[src/rtl/tmhf_pkg.sv]
// ============================================================================
// tmhf_pkg : shared types and helpers for the template min-Hamming filter
// Function codes, the aggregate that sweeps down the cell chain, the
// broadcast command to the cells and the symbol distance function.
// ============================================================================
package tmhf_pkg;

    // Symbols per template, two bits each
    localparam int SYMBOLS = 32;
    localparam int WORD_W  = 64;
    localparam int DIST_W  = 6;
    // Survivor count wraps at the field width, which matches the result field
    localparam int SURV_W  = 7;

    // Request function codes
    typedef enum logic [1:0] {
        FUNC_LOAD   = 2'd0,
        FUNC_GRAM   = 2'd1,
        FUNC_REPORT = 2'd2,
        FUNC_NONE   = 2'd3
    } t_func;

    // Result kind codes
    localparam logic KIND_GRAM   = 1'b0;
    localparam logic KIND_REPORT = 1'b1;

    // Command broadcast from the top level to every cell
    typedef struct packed {
        logic              gram;
        logic [WORD_W-1:0] word;
        logic [DIST_W-1:0] init;
        logic [DIST_W-1:0] keep_floor;
    } t_cell_cmd;

    // Running aggregate handed from cell to cell
    typedef struct packed {
        logic              valid;
        logic              found;
        logic [SURV_W-1:0] count;
        logic [DIST_W-1:0] best_dist;
        logic [WORD_W-1:0] tmpl;
    } t_agg;

    // Number of mismatching symbols between two packed words
    function automatic logic [DIST_W-1:0] sym_distance(input logic [WORD_W-1:0] a,
                                                       input logic [WORD_W-1:0] b);
        logic [WORD_W-1:0] eq;
        logic [DIST_W-1:0] part [32];
        eq = ~(a ^ b);
        // one match bit per symbol, unused symbols count as no match
        for (int i = 0; i < 32; i++) begin
            if (i < SYMBOLS) begin
                part[i] = {{(DIST_W-1){1'b0}}, eq[2*i] & eq[2*i+1]};
            end else begin
                part[i] = '0;
            end
        end
        // five-level adder tree
        for (int w = 16; w >= 1; w = w >> 1) begin
            for (int i = 0; i < w; i++) begin
                part[i] = part[2*i] + part[2*i+1];
            end
        end
        return DIST_W'(SYMBOLS) - part[0];
    endfunction

endpackage

[src/rtl/tmhf_cell.sv]
// ============================================================================
// tmhf_cell : one template slot of the filter chain
// Holds a template, its running minimum and a live flag. Applies grams in
// parallel with all other cells and folds itself into the sweeping aggregate.
// ============================================================================
module tmhf_cell
    import tmhf_pkg::*;
(
    input  logic      i_clk,
    input  logic      i_rst_n,
    input  logic      i_load,
    input  t_cell_cmd i_cmd,
    input  t_agg      i_agg,
    output t_agg      o_agg
);

    logic              r_live;
    logic [WORD_W-1:0] r_tmpl;
    logic [DIST_W-1:0] r_dist;
    t_agg              r_agg;

    logic              n_live;
    logic [WORD_W-1:0] n_tmpl;
    logic [DIST_W-1:0] n_dist;
    t_agg              n_agg;
    logic [DIST_W-1:0] w_d;
    logic              w_take;

    // gram distance against the stored template
    assign w_d = sym_distance(i_cmd.word, r_tmpl);

    // slot update: load, or tighten / drop on a gram
    always_comb begin
        n_live = r_live;
        n_tmpl = r_tmpl;
        n_dist = r_dist;
        priority if (i_load) begin
            n_live = 1'b1;
            n_tmpl = i_cmd.word;
            n_dist = i_cmd.init;
        end else if (i_cmd.gram && r_live && (w_d < r_dist)) begin
            if (w_d >= i_cmd.keep_floor) begin
                n_dist = w_d;
            end else begin
                n_live = 1'b0;
            end
        end
    end

    // fold this slot into the aggregate; strict compare keeps the earliest
    assign w_take = r_live && (!i_agg.found || (r_dist > i_agg.best_dist));

    always_comb begin
        n_agg       = i_agg;
        n_agg.count = i_agg.count + SURV_W'(r_live);
        n_agg.found = i_agg.found | r_live;
        if (w_take) begin
            n_agg.best_dist = r_dist;
            n_agg.tmpl      = r_tmpl;
        end
    end

    always_ff @(posedge i_clk) begin
        if (!i_rst_n) begin
            r_live      <= 1'b0;
            r_agg.valid <= 1'b0;
        end else begin
            r_live <= n_live;
            r_agg  <= n_agg;
        end
    end

    // slot payload, meaningful only once loaded
    always_ff @(posedge i_clk) begin
        r_tmpl <= n_tmpl;
        r_dist <= n_dist;
    end

    assign o_agg = r_agg;

endmodule

[config.mk]
export PLATFORM = sky130hd
export DESIGN_NAME = tmhf_cell
export DESIGN_NICKNAME = d
export VERILOG_FILES = /design/src/rtl/tmhf_pkg.sv /design/src/rtl/tmhf_cell.sv
export SDC_FILE = /design/constraint.sdc
export NUM_CORES = 1
export LEC_CHECK = 0
export BUFFER_PORTS_ARGS = -buffer_cell sky130_fd_sc_hd__buf_2
export CAP_MARGIN = 20
export CORE_MARGIN = 2
export CORE_UTILIZATION = 47
export DETAILED_ROUTE_END_ITERATION = 16
export PLACE_DENSITY = 0.74
export SETUP_SLACK_MARGIN = 0.02
export SLEW_MARGIN = 25
export SYNTH_ARGS = -nofsm -noshare
export SYNTH_HDL_FRONTEND = slang
export SYNTH_SLANG_ARGS = --single-unit
[constraint.sdc]
create_clock -name i_clk -period 6.6 [get_ports i_clk]
set_clock_uncertainty 0.15 [all_clocks]
set_input_delay 0 -clock i_clk [delete_from_list [all_inputs] [get_ports i_clk]]
set_output_delay 0 -clock i_clk [all_outputs]
set_load 0.05 [all_outputs]
# ---- Word-level counts from Yosys, hierarchy flattened
# Index checks and enable logic that the tools add are counted.
dict set report op_classes {
  n_addsub 33
  magnitude_cmp 3
  n_eq_ne 1
  n_mux 7
  bitwise 35
  reduce_logical 9
}
# operator n
set op_table {}
lappend op_table {{70-bit 2-to-1 mux} 1}
lappend op_table {{64-bit inverter} 1}
lappend op_table {{64-bit XOR} 1}
lappend op_table {{1-bit by 1-bit adder with 2-bit output} 16}
lappend op_table {{1-bit bitwise AND} 32}
lappend op_table {{2-bit by 2-bit adder with 3-bit output} 8}
lappend op_table {{6-bit 2-to-1 mux} 3}
lappend op_table {{3-bit by 3-bit adder with 4-bit output} 4}
lappend op_table {{4-bit by 4-bit adder with 5-bit output} 2}
lappend op_table {{7-bit by 1-bit adder with 7-bit output} 1}
lappend op_table {{5-bit by 5-bit adder with 6-bit output} 1}
lappend op_table {{6-bit >= comparator} 1}
lappend op_table {{6-bit greater-than comparator} 1}
lappend op_table {{6-bit < comparator} 1}
lappend op_table {{6-bit subtractor, first input constant} 1}
lappend op_table {{2-bit AND reduction} 2}
lappend op_table {{2-bit nonzero test} 2}
lappend op_table {{1-bit logical AND} 3}
lappend op_table {{1-bit 2-to-1 mux} 3}
lappend op_table {{2-bit inequality test, second input constant} 1}
lappend op_table {{1-bit zero test} 1}
lappend op_table {{1-bit logical OR} 1}
lappend op_table {{1-bit bitwise OR} 1}
dict set report word_totals {
  register_bits 150
  in_bits 159
  output_inout_bits 79
  wordCells 96
}

# ---- Longest topological paths before layout
# Gate-level depths: netlist (run 1).
dict set report depth {
  word_depth 13
  depth_mapped 25
  mapped_depth_nobuf 25
}

# ---- Worst setup path after synthesis (run 1)
# Ideal clock, no wire load.
dict set report synth_timing {
  path_kind {flip-flop to flip-flop}
  start {register r_tmpl[62]}
  end {register r_dist[0] (enable)}
  setup_ns 0.256
  t_arrival_ns 6.261
  required_time_ns 6.194
  path_slack_ns -0.067
  stages_incl_launch_ff 23
  n_path_buf 0
  synth_period_minus_slack_ns 6.667
  cell_sequence {edfxtp_1 xor2_1 nor2_1 fa_1 inv_1 ha_1 fa_1 inv_1 fa_1 inv_1 fa_1 fa_1 fa_1 inv_1 fa_1 inv_1 ha_1 fa_1 xor2_1 ha_1 a21o_1 a221o_1 a31o_2}
}
dict set report synth_via {
  elab_chain_len 13
  elab_cells_between_ends 15
  classes_between {add/sub (6); order compare (2); bitwise (3); reduce/logical (4)}
}
# item line
set synth_lines {}
lappend synth_lines {{from (decl)} tmhf_cell.sv:18} ;# logic [WORD_W-1:0] r_tmpl;
lappend synth_lines {{from (signal assigned)} tmhf_cell.sv:75} ;# r_tmpl <= n_tmpl;
lappend synth_lines {{64-bit XOR *} tmhf_pkg.sv:49} ;# eq = ~(a ^ b);
lappend synth_lines {{64-bit inverter *} tmhf_pkg.sv:49}
lappend synth_lines {{1-bit bitwise AND *} tmhf_pkg.sv:53} ;# part[i] = {{(DIST_W-1){1'b0}}, eq[2*i] & eq[2*i+1]};
lappend synth_lines {{1-bit by 1-bit adder with 2-bit output *} tmhf_pkg.sv:61} ;# part[i] = part[2*i] + part[2*i+1];
lappend synth_lines {{2-bit by 2-bit adder with 3-bit output *} tmhf_pkg.sv:61}
lappend synth_lines {{3-bit by 3-bit adder with 4-bit output *} tmhf_pkg.sv:61}
lappend synth_lines {{4-bit by 4-bit adder with 5-bit output *} tmhf_pkg.sv:61}
lappend synth_lines {{5-bit by 5-bit adder with 6-bit output *} tmhf_pkg.sv:61}
lappend synth_lines {{6-bit subtractor *} tmhf_pkg.sv:64} ;# return DIST_W'(SYMBOLS) - part[0];
lappend synth_lines {{6-bit < comparator} tmhf_cell.sv:41} ;# end else if (i_cmd.gram && r_live && (w_d < r_dist)) begin
lappend synth_lines {{1-bit logical AND} tmhf_cell.sv:41}
lappend synth_lines {{2-bit nonzero test (no line)} -}
lappend synth_lines {{2-bit AND reduction (no line) *} -}
lappend synth_lines {{to (signal assigned)} tmhf_cell.sv:76} ;# r_dist <= n_dist;
lappend synth_lines {{to (decl)} tmhf_cell.sv:19} ;# logic [DIST_W-1:0] r_dist;
# Mark *: on every way between the ends. The rest lies on a longest branch, timed or not.
# A chain may end at the register's enable or synchronous reset.

# ---- Worst setup path after layout (run 1)
dict set report layout_timing {
  start {register r_tmpl[57]}
  end {register r_dist[1] (enable)}
}
# Same word-level chain as after synthesis.

==> flow_metrics.tcl, run 1 <==
set metrics [dict create \
    status "finished with violations" \
    violations "negative hold slack, negative setup slack" \
    yosys_warnings 0 \
    worstPathArrival_ns 6.69 \
    antenna_found_initial 0 \
    via_per_inst 4.86 \
    worst_pin_slew_ns 1.02 \
    drt_iter0_drc 219 \
    vias 5593 \
    grt_usage_pct 23.1 \
    die_area_um2 17500 \
    dp_hpwl_um 12300 \
    r2r_cells 22 \
    drive_gt1_share_pct 39.0 \
    synth_top_area_share_pct 57.3 \
    synthDistinctLibCells 33 \
    period_needed_ns 6.67 \
    dr.pass1.iters 4 \
    timing.rr.end "r_dist[1]$_DFFE_PP_" \
    relSlewSlack_pct 32.3 \
    r2r-start "r_tmpl[57]$_DFFE_PP_" \
    ys_seq_elements 150 \
    io_pins 238 \
    wl_per_cell_um 17.3 \
    grt_pass1_vias 6358 \
    synth_fa_ha_area_share_pct 14.1 \
    grt_max_degree 81 \
    nNetsFinal 1154 \
    ff2ff_setup_slack_ns -0.07 \
    clkTransAtPathRegs_ns 0.07 \
    die_h_um 132 \
    crit_path_end_kind "flip-flop" \
    hp-class "in2reg" \
    rows 46 \
    core_area_um2 16000 \
    synth_top_area_cell "edfxtp_1" \
    avgSynthCellArea_um2 15.1 \
    grt_first_pass_wirelength_um 31600 \
    drv_slew 0 \
    syn_inst 514 \
    synth_compound_area_share_pct 2.08 \
    endpoint "r_dist[1]$_DFFE_PP_" \
    cts.sinks 150 \
    placed_area_um2 9170 \
    synth_mux_area_share_pct 10.8 \
    cts_max_level 4 \
    setup_viol 6 \
    clock.fmax_ghz 0.150 \
    required_ns 6.63 \
    crit_path_start "r_tmpl[57]$_DFFE_PP_" \
    yosys-top-cells-area "edfxtp_1, mux2_2, ha_1" \
    cp_max_fo 6 \
    crit_type "reg2reg" \
    synth_top_family_by_area "adder cells" \
    start_kind "flip-flop" \
    wirelength_um 19900 \
    num_antenna_cells 0 \
    gr-total-overflow 0 \
    chipWidth_um 132 \
    rsz0062_at_grt "true" \
    final_area_um2 11400 \
    cts_buffers 17 \
    final_cell_mix "buf_2, dlygate4sd3_1, edfxtp_1, mux2_2, inv_1" \
    syn-cell-area_um2 7750 \
    worstHoldStart "i_rst_n" \
    place_congestion 0.816 \
    synth-xor-area-share_pct 8.02 \
    portBuffers 237 \
    syn_nets 746 \
    cts_tree "yes" \
    yosys.area_share.simple_pct 2.84 \
    hold_slack_ns -0.0233 \
    max-clock-path-buffers 2 \
    remaining_drc_errors 0 \
    drtAntennaViolNets 0 \
    ys_seq_area_share_pct 57.9 \
    start_util_pct 48.4 \
    post-route-period-util_pct 101 \
    hold_viol 17 \
    synthToLayoutAreaGrowth_pct 47.7 \
    insertion_delay_ns 0.41 \
    layout_commonest_cell "buf_2" \
    clock-root-buffer "clkbuf_16" \
    setup_slack_ns -0.0684 \
    maxCapViolCount 0 \
]
-- cells by family after synthesis --
family | Yosys count
flops | 150
mux | 75
buf+inv | 74
fa+ha+maj | 73
xor+xnor | 71
simple gates | 50
compound gates | 21
-- worst min-delay path by stage --
stage	endpoint	cells after the start
final	o_agg[61]$_DFFE_PP_	1
after global routing	o_agg[72]$_DFFE_PP_	1
after CTS	r_live$_SDFFE_PN0P_	5
after detailed placement	r_tmpl[22]$_DFFE_PP_	1
after global placement	r_tmpl[25]$_DFFE_PP_	1
after floorplan	r_tmpl[0]$_DFFE_PP_	0
-- layout make-up --
class	count	area, um^2
clock buffer	17	425
clock inverter	15	170
fill	1052	4560
inverter	66	248
multi-input combinational	290	3070
sequential	150	4480
tap	216	270
timing repair buffer	397	2780
-- synthesized netlist by cell type (all sizes together) --
master,instances
fa,24
a31oi,2
a41o,1
nor2,22
and4,1
buf,7
a21oi,4
a31o,1
mux2i,5
a221oi,1
o31ai,1
nand3,4
a2111oi,1
nor2b,2
a221o,1
edfxtp,148
ha,49
mux2,70
dfxtp,2
and3,2
o211a,1
xor2,45
clkbuf,1
or2,2
and2,1
o21ai,4
nand2,14
a21o,4
nand2b,2
inv,66
xnor2,26
-- critical path: stages, from the launching register on --
cell      delay (ns)
edfxtp_1        0.41
xor2_1          0.18
nor2_2          0.08
fa_2            0.42
ha_4            0.28
inv_2           0.03
fa_1            0.52
inv_2           0.04
fa_2            0.34
inv_2           0.06
fa_1            0.44
fa_1            0.50
fa_1            0.50
inv_1           0.05
fa_1            0.51
inv_1           0.06
ha_2            0.20
fa_2            0.38
xor2_4          0.25
ha_4            0.24
a21o_1          0.18
a221o_1         0.32
a31o_4          0.26
-- stage by stage --
stage / setup slack [ns] / util, % / cells / setup TNS, ns
final: -0.0684 / 71.5 / 1151 / -0.409
after global routing: -0.299 / 71.5 / 1151 / -1.90
after CTS: -0.136 / 71.3 / 1150 / -0.818
after detailed placement: -0.381 / 57.3 / 963 / -2.38
after global placement: -0.206 / 57.3 / 963 / -1.23
after floorplan: 0.0268 / - / 514 / 0
-- sequential cells by signal, indices dropped and copies added, names as in the netlist --
name    cells
o_agg      79
r_live      1
r_dist      6
r_tmpl     64
-- routing by layer --
layer	track usage (%)	share of wire [%]	up-vias
met2	43.7	55	181
met5	0	0	-
li1	-	-	2625
met4	8.72	2.6	0
met3	4.90	3.9	41
met1	25.2	39	2746
-- timing repair --
item                       in CTS  in global routing
setup endpoints to repair       7                  7
setup buffers                   2                  2
pin swaps                      25                 17
hold endpoints to repair      149                  0
gates resized for setup        20                  4
hold buffers                  153                  0
gates cloned                    0                  0
Power of run 1 is not shown: default switching activity piles up to over one toggle a cycle in this logic, so the estimate is an artifact.
==> run 2, diff against run 1 <==
--- a/config.mk
+++ b/config.mk
@@ -8,9 +8,9 @@
 export BUFFER_PORTS_ARGS = -buffer_cell sky130_fd_sc_hd__buf_2
 export CAP_MARGIN = 20
 export CORE_MARGIN = 2
-export CORE_UTILIZATION = 47
+export CORE_UTILIZATION = 45
 export DETAILED_ROUTE_END_ITERATION = 16
-export PLACE_DENSITY = 0.74
+export PLACE_DENSITY = 0.71
 export SETUP_SLACK_MARGIN = 0.02
 export SLEW_MARGIN = 25
 export SYNTH_ARGS = -nofsm -noshare
==> flow_metrics.tcl, run 2 (same netlist as run 1, synthesis figures left out) <==
set metrics [dict create \
    status "finished with violations" \
    violations "negative setup slack" \
    vias 5438 \
    drtAntennaViolNets 0 \
    nNetsFinal 1159 \
    crit_path_start "r_tmpl[52]$_DFFE_PP_" \
    cts_tree "yes" \
    die_h_um 135 \
    wirelength_um 19200 \
    worstHoldStart "i_rst_n" \
    dr.pass1.iters 4 \
    largest_reg_flops 79 \
    setup_viol 6 \
    period_needed_ns 6.65 \
    portBuffers 237 \
    grt_max_degree 81 \
    cts_buffers 17 \
    place_congestion 0.782 \
    cp_max_fo 6 \
    fill_cells 1169 \
    multi_input_area_um2 3080 \
    via_per_inst 4.69 \
    drt_iter0_drc 113 \
    antenna_found_initial 0 \
    start_util_pct 46.4 \
    start_kind "flip-flop" \
    setup_slack_ns -0.0481 \
    post-route-period-util_pct 101 \
    grt_first_pass_wirelength_um 29600 \
    required_ns 6.62 \
    hold_slack_ns 0.0186 \
    rsz0062_at_grt "true" \
    die_area_um2 18300 \
    clkTransAtPathRegs_ns 0.06 \
    io_pins 238 \
    insertion_delay_ns 0.41 \
    dp_hpwl_um 12500 \
    rows 47 \
    chipWidth_um 135 \
    layout_commonest_cell "buf_2" \
    maxCapViolCount 0 \
    ff_latch_area_um2 4480 \
    relSlewSlack_pct 33.5 \
    clock.fmax_ghz 0.150 \
    max-clock-path-buffers 2 \
    core_area_um2 16700 \
    crit_path_end_kind "flip-flop" \
    remaining_drc_errors 0 \
    cts.sinks 150 \
    hp-class "in2reg" \
    final_cell_mix "buf_2, dlygate4sd3_1, edfxtp_1, mux2_2, inv_1" \
    crit_type "reg2reg" \
    gr-total-overflow 0 \
    r2r-start "r_tmpl[52]$_DFFE_PP_" \
    drive_gt1_share_pct 39.5 \
    min_path_cells 1 \
    grt_usage_pct 21.1 \
    hold_viol 0 \
    wl_per_cell_um 16.5 \
    grt_pass1_vias 6143 \
    synthToLayoutAreaGrowth_pct 48.6 \
    worst_pin_slew_ns 0.998 \
    cts_max_level 4 \
    worstPathArrival_ns 6.67 \
    clock-root-buffer "clkbuf_16" \
    r2r_cells 23 \
    drv_slew 0 \
]
## run 2: cell count changes in the layout (fill, tap and decap cells not counted), sizes merged
cell	previous run	this run
buf	244	248
bufinv	2	3
clkbuf	17	18
clkinv	0	5
clkinvlp	7	3
diode	0	1
dlygate4sd3	153	154
inv	72	68
## run 2: final timing paths
check | slack, ns | end
setup / recovery | -0.05 | r_dist[5]$_DFFE_PP_
hold / removal | 0.02 | o_agg[27]$_DFFE_PP_
setup reg to reg | -0.05 | r_dist[5]$_DFFE_PP_
hold reg to reg | 0.45 | o_agg[36]$_DFFE_PP_
## run 2: final cells by class
type                            instances  area share, %
Sequential cell                       150           38.9
Timing Repair Buffer                  402           24.6
Tap cell                              220           2.39
Clock buffer                           18           3.73
Multi-Input combinational cell        290           26.8
Inverter                               66           2.15
Antenna cell                            1         0.0217
Clock inverter                         13           1.36
## run 2: per-layer routing
metal | vias up | track usage (%) | part of all wire (%)
met5 | - | 0 | 0
met4 | 0 | 7.29 | 2.0
met3 | 27 | 4.23 | 4.0
met2 | 154 | 39.8 | 55
met1 | 2628 | 23.7 | 39
li1 | 2629 | - | -
## run 2: critical path, stage by stage, from the launching register on
cell	delay, ns
edfxtp_1	0.40
xnor2_1	0.22
nand2_2	0.10
fa_1	0.42
inv_1	0.07
ha_1	0.22
inv_1	0.06
fa_1	0.43
inv_2	0.07
fa_2	0.44
fa_2	0.36
inv_2	0.07
fa_1	0.45
fa_1	0.52
inv_2	0.04
fa_1	0.48
inv_1	0.05
ha_2	0.19
fa_2	0.38
xor2_4	0.25
ha_4	0.24
a21o_1	0.17
a221o_1	0.37
a31o_4	0.27
## run 2: repair_timing
action / in CTS / in global routing
gates cloned: 0 / 0
pin swaps: 24 / 23
buffers inserted: 2 / 2
endpoints found under the setup margin: 7 / 7
hold buffers: 154 / 0
hold endpoints to repair: 150 / 0
resized for setup: 13 / 18
## run 2: stage by stage
| stage | TNS [ns] | setup WS [ns] | std cells | cell area, um^2 | utilization (%) |
|---|---|---|---|---|---|
| 5_1_grt | -1.74 | -0.279 | 1159 | 11500 | 69.0 |
| 3_3_place_gp | -1.25 | -0.209 | 969 | 9190 | 55.0 |
| 4_1_cts | -0.890 | -0.150 | 1157 | 11400 | 68.2 |
| 3_5_place_dp | -2.30 | -0.372 | 970 | 9220 | 55.2 |
| 2_1_floorplan | 0 | 0.0268 | 514 | 7760 | - |
| 6_report | -0.276 | -0.0481 | 1160 | 11500 | 69.0 |
Power of run 2 is left out for the same reason.
==> run 3, diff against run 2 <==
--- a/config.mk
+++ b/config.mk
@@ -5,12 +5,14 @@
 export SDC_FILE = /design/constraint.sdc
 export NUM_CORES = 1
 export LEC_CHECK = 0
+export ABC_AREA = 1
 export BUFFER_PORTS_ARGS = -buffer_cell sky130_fd_sc_hd__buf_2
 export CAP_MARGIN = 20
+export CORE_ASPECT_RATIO = 0.75
 export CORE_MARGIN = 2
-export CORE_UTILIZATION = 45
+export CORE_UTILIZATION = 48
 export DETAILED_ROUTE_END_ITERATION = 16
-export PLACE_DENSITY = 0.71
+export PLACE_DENSITY = 0.74
 export SETUP_SLACK_MARGIN = 0.02
 export SLEW_MARGIN = 25
 export SYNTH_ARGS = -nofsm -noshare
==> flow_metrics.tcl, run 3 <==
set metrics [dict create \
    synthDistinctLibCells 25 \
    insertion_delay_ns 0.41 \
    syn_inst 698 \
    clock.fmax_ghz 0.153 \
    final_cell_mix "buf_2, dlygate4sd3_1, edfxtp_1, nand3_1, nand2_2" \
    routed-wl-met2_um 10900 \
    drive_gt1_share_pct 40.6 \
    fin_util_pct 69.5 \
    top_layer "met5" \
    nNetsFinal 1331 \
    io_pins 238 \
    avgSynthCellArea_um2 12.5 \
    layout_commonest_cell "buf_2" \
    start_kind "flip-flop" \
    cts_tree "yes" \
    status "finished, final reports clean" \
    grt_pass1_vias 6873 \
    hold_viol 0 \
    yosysMostFrequentCell "edfxtp_1" \
    required_ns 6.58 \
    hp-class "in2reg" \
    synth_top_area_share_pct 50.9 \
    grt_usage_pct 23.9 \
    cts.sinks 150 \
    wl_per_cell_um 16.5 \
    max-clock-path-buffers 2 \
    dr.pass1.iters 4 \
    wirelength_um 22300 \
    rsz0062_at_grt "true" \
    yosys_warnings 0 \
    gr-total-overflow 0 \
    clock-root-buffer "clkbuf_16" \
    synth_top_area_cell "edfxtp_1" \
    crit_family "adder cells" \
    r2r_cells 25 \
    fin_tns_setup_ns 0 \
    synthToLayoutAreaGrowth_pct 41.3 \
    syn-cell-area_um2 8740 \
    min_path_cells 1 \
    drtAntennaViolNets 0 \
    rows 42 \
    ys_seq_elements 150 \
    crit_path_end_kind "flip-flop" \
    wl_met1_um 9540 \
    drv_slew 0 \
    ys.flop_type "edfxtp_1" \
    synth-edff-count 148 \
    worstPathArrival_ns 6.51 \
    cts_buffers 17 \
    start_util_pct 49.2 \
    syn_nets 930 \
    critPathMostFrequentCell "fa_1" \
    die_area_um2 19300 \
    synthTopCellsByCount "edfxtp_1, nand3_1, inv_1, nand2_2, nand2_4" \
    num_antenna_cells 0 \
    drt_iter0_drc 364 \
    via_per_inst 4.77 \
    critical_path_cell_count 25 \
    maxCapViolCount 0 \
    wl_met3_um 1610 \
    core_area_um2 17800 \
    setup_viol 0 \
    place_congestion 0.825 \
    hold_slack_ns 0.133 \
    ys_seq_area_share_pct 51.3 \
    grt_first_pass_wirelength_um 36000 \
    chipWidth_um 160 \
    cts_max_level 4 \
    post-route-period-util_pct 98.9 \
    grt_max_degree 75 \
    yosys-top-cells-area "edfxtp_1, nand2_4, ha_1" \
    relSlewSlack_pct 34.5 \
    vias 6462 \
    remaining_drc_errors 0 \
    worst_pin_slew_ns 0.982 \
    dp_hpwl_um 13700 \
    antenna_found_initial 2 \
    crit_slowest_cell "fa_1" \
    cp_max_fo 6 \
    die_h_um 121 \
    critPathBufInv 6 \
    period_needed_ns 6.53 \
    largest_reg_flops 79 \
    crit_type "reg2reg" \
    clkTransAtPathRegs_ns 0.06 \
    slowest_delay_ns 0.52 \
    async_flop_share_pct 0 \
    portBuffers 237 \
]
-- run 3: layout make-up --
class	instances	area (um^2)
fillers	1275	5410
repair buffers	405	2840
clock buffers	19	433
well taps	242	303
clock inverters	13	171
flip-flops and latches	150	4490
multi-input cells	451	3830
inverters	74	278
-- run 3: cell families (layout without fill, tap and decap cells) --
family,after synthesis,count (layout),share of synthesized area (%)
and+or+nand+nor,296,296,22.7
DFF,150,150,51.3
buffers and inverters,97,511,5.65
adders and majority gates,73,73,12.5
xor gates and xnor gates,71,71,7.12
AOI/OAI and AO/OA,11,11,0.659
-- run 3: what timing repair did --
action / CTS / global route
setup buffers: 2 / 4
hold endpoints to repair: 192 / 0
setup endpoints to repair: 7 / 7
gates cloned: 0 / 0
pin swaps: 11 / 15
gates resized for setup: 14 / 8
hold buffers: 155 / 0
-- run 3: stage by stage --
stage	setup WS, ns	std cells	area [um^2]
detailed placement	-0.275	1161	10100
floorplan	0.0510	698	8740
CTS	0.0443	1350	12300
global placement	-0.172	1161	10100
global route	-0.206	1354	12300
finish	0.0745	1354	12300
-- run 3: per-layer routing --
layer | global-route usage, % | vias up
met2 | 40.4 | 251
li1 | - | 3112
met3 | 6.73 | 30
met5 | 0 | -
met1 | 30.7 | 3065
met4 | 5.63 | 4
-- run 3: worst paths after layout --
check / endpoint / start / slack, ns
max: r_dist[0]$_DFFE_PP_ / r_tmpl[57]$_DFFE_PP_ / 0.07
max reg2reg: r_dist[0]$_DFFE_PP_ / r_tmpl[57]$_DFFE_PP_ / 0.07
min reg2reg: o_agg[50]$_DFFE_PP_ / r_tmpl[50]$_DFFE_PP_ / 0.46
min: r_tmpl[1]$_DFFE_PP_ / i_load / 0.13
Power of run 3 is left out for the same reason.
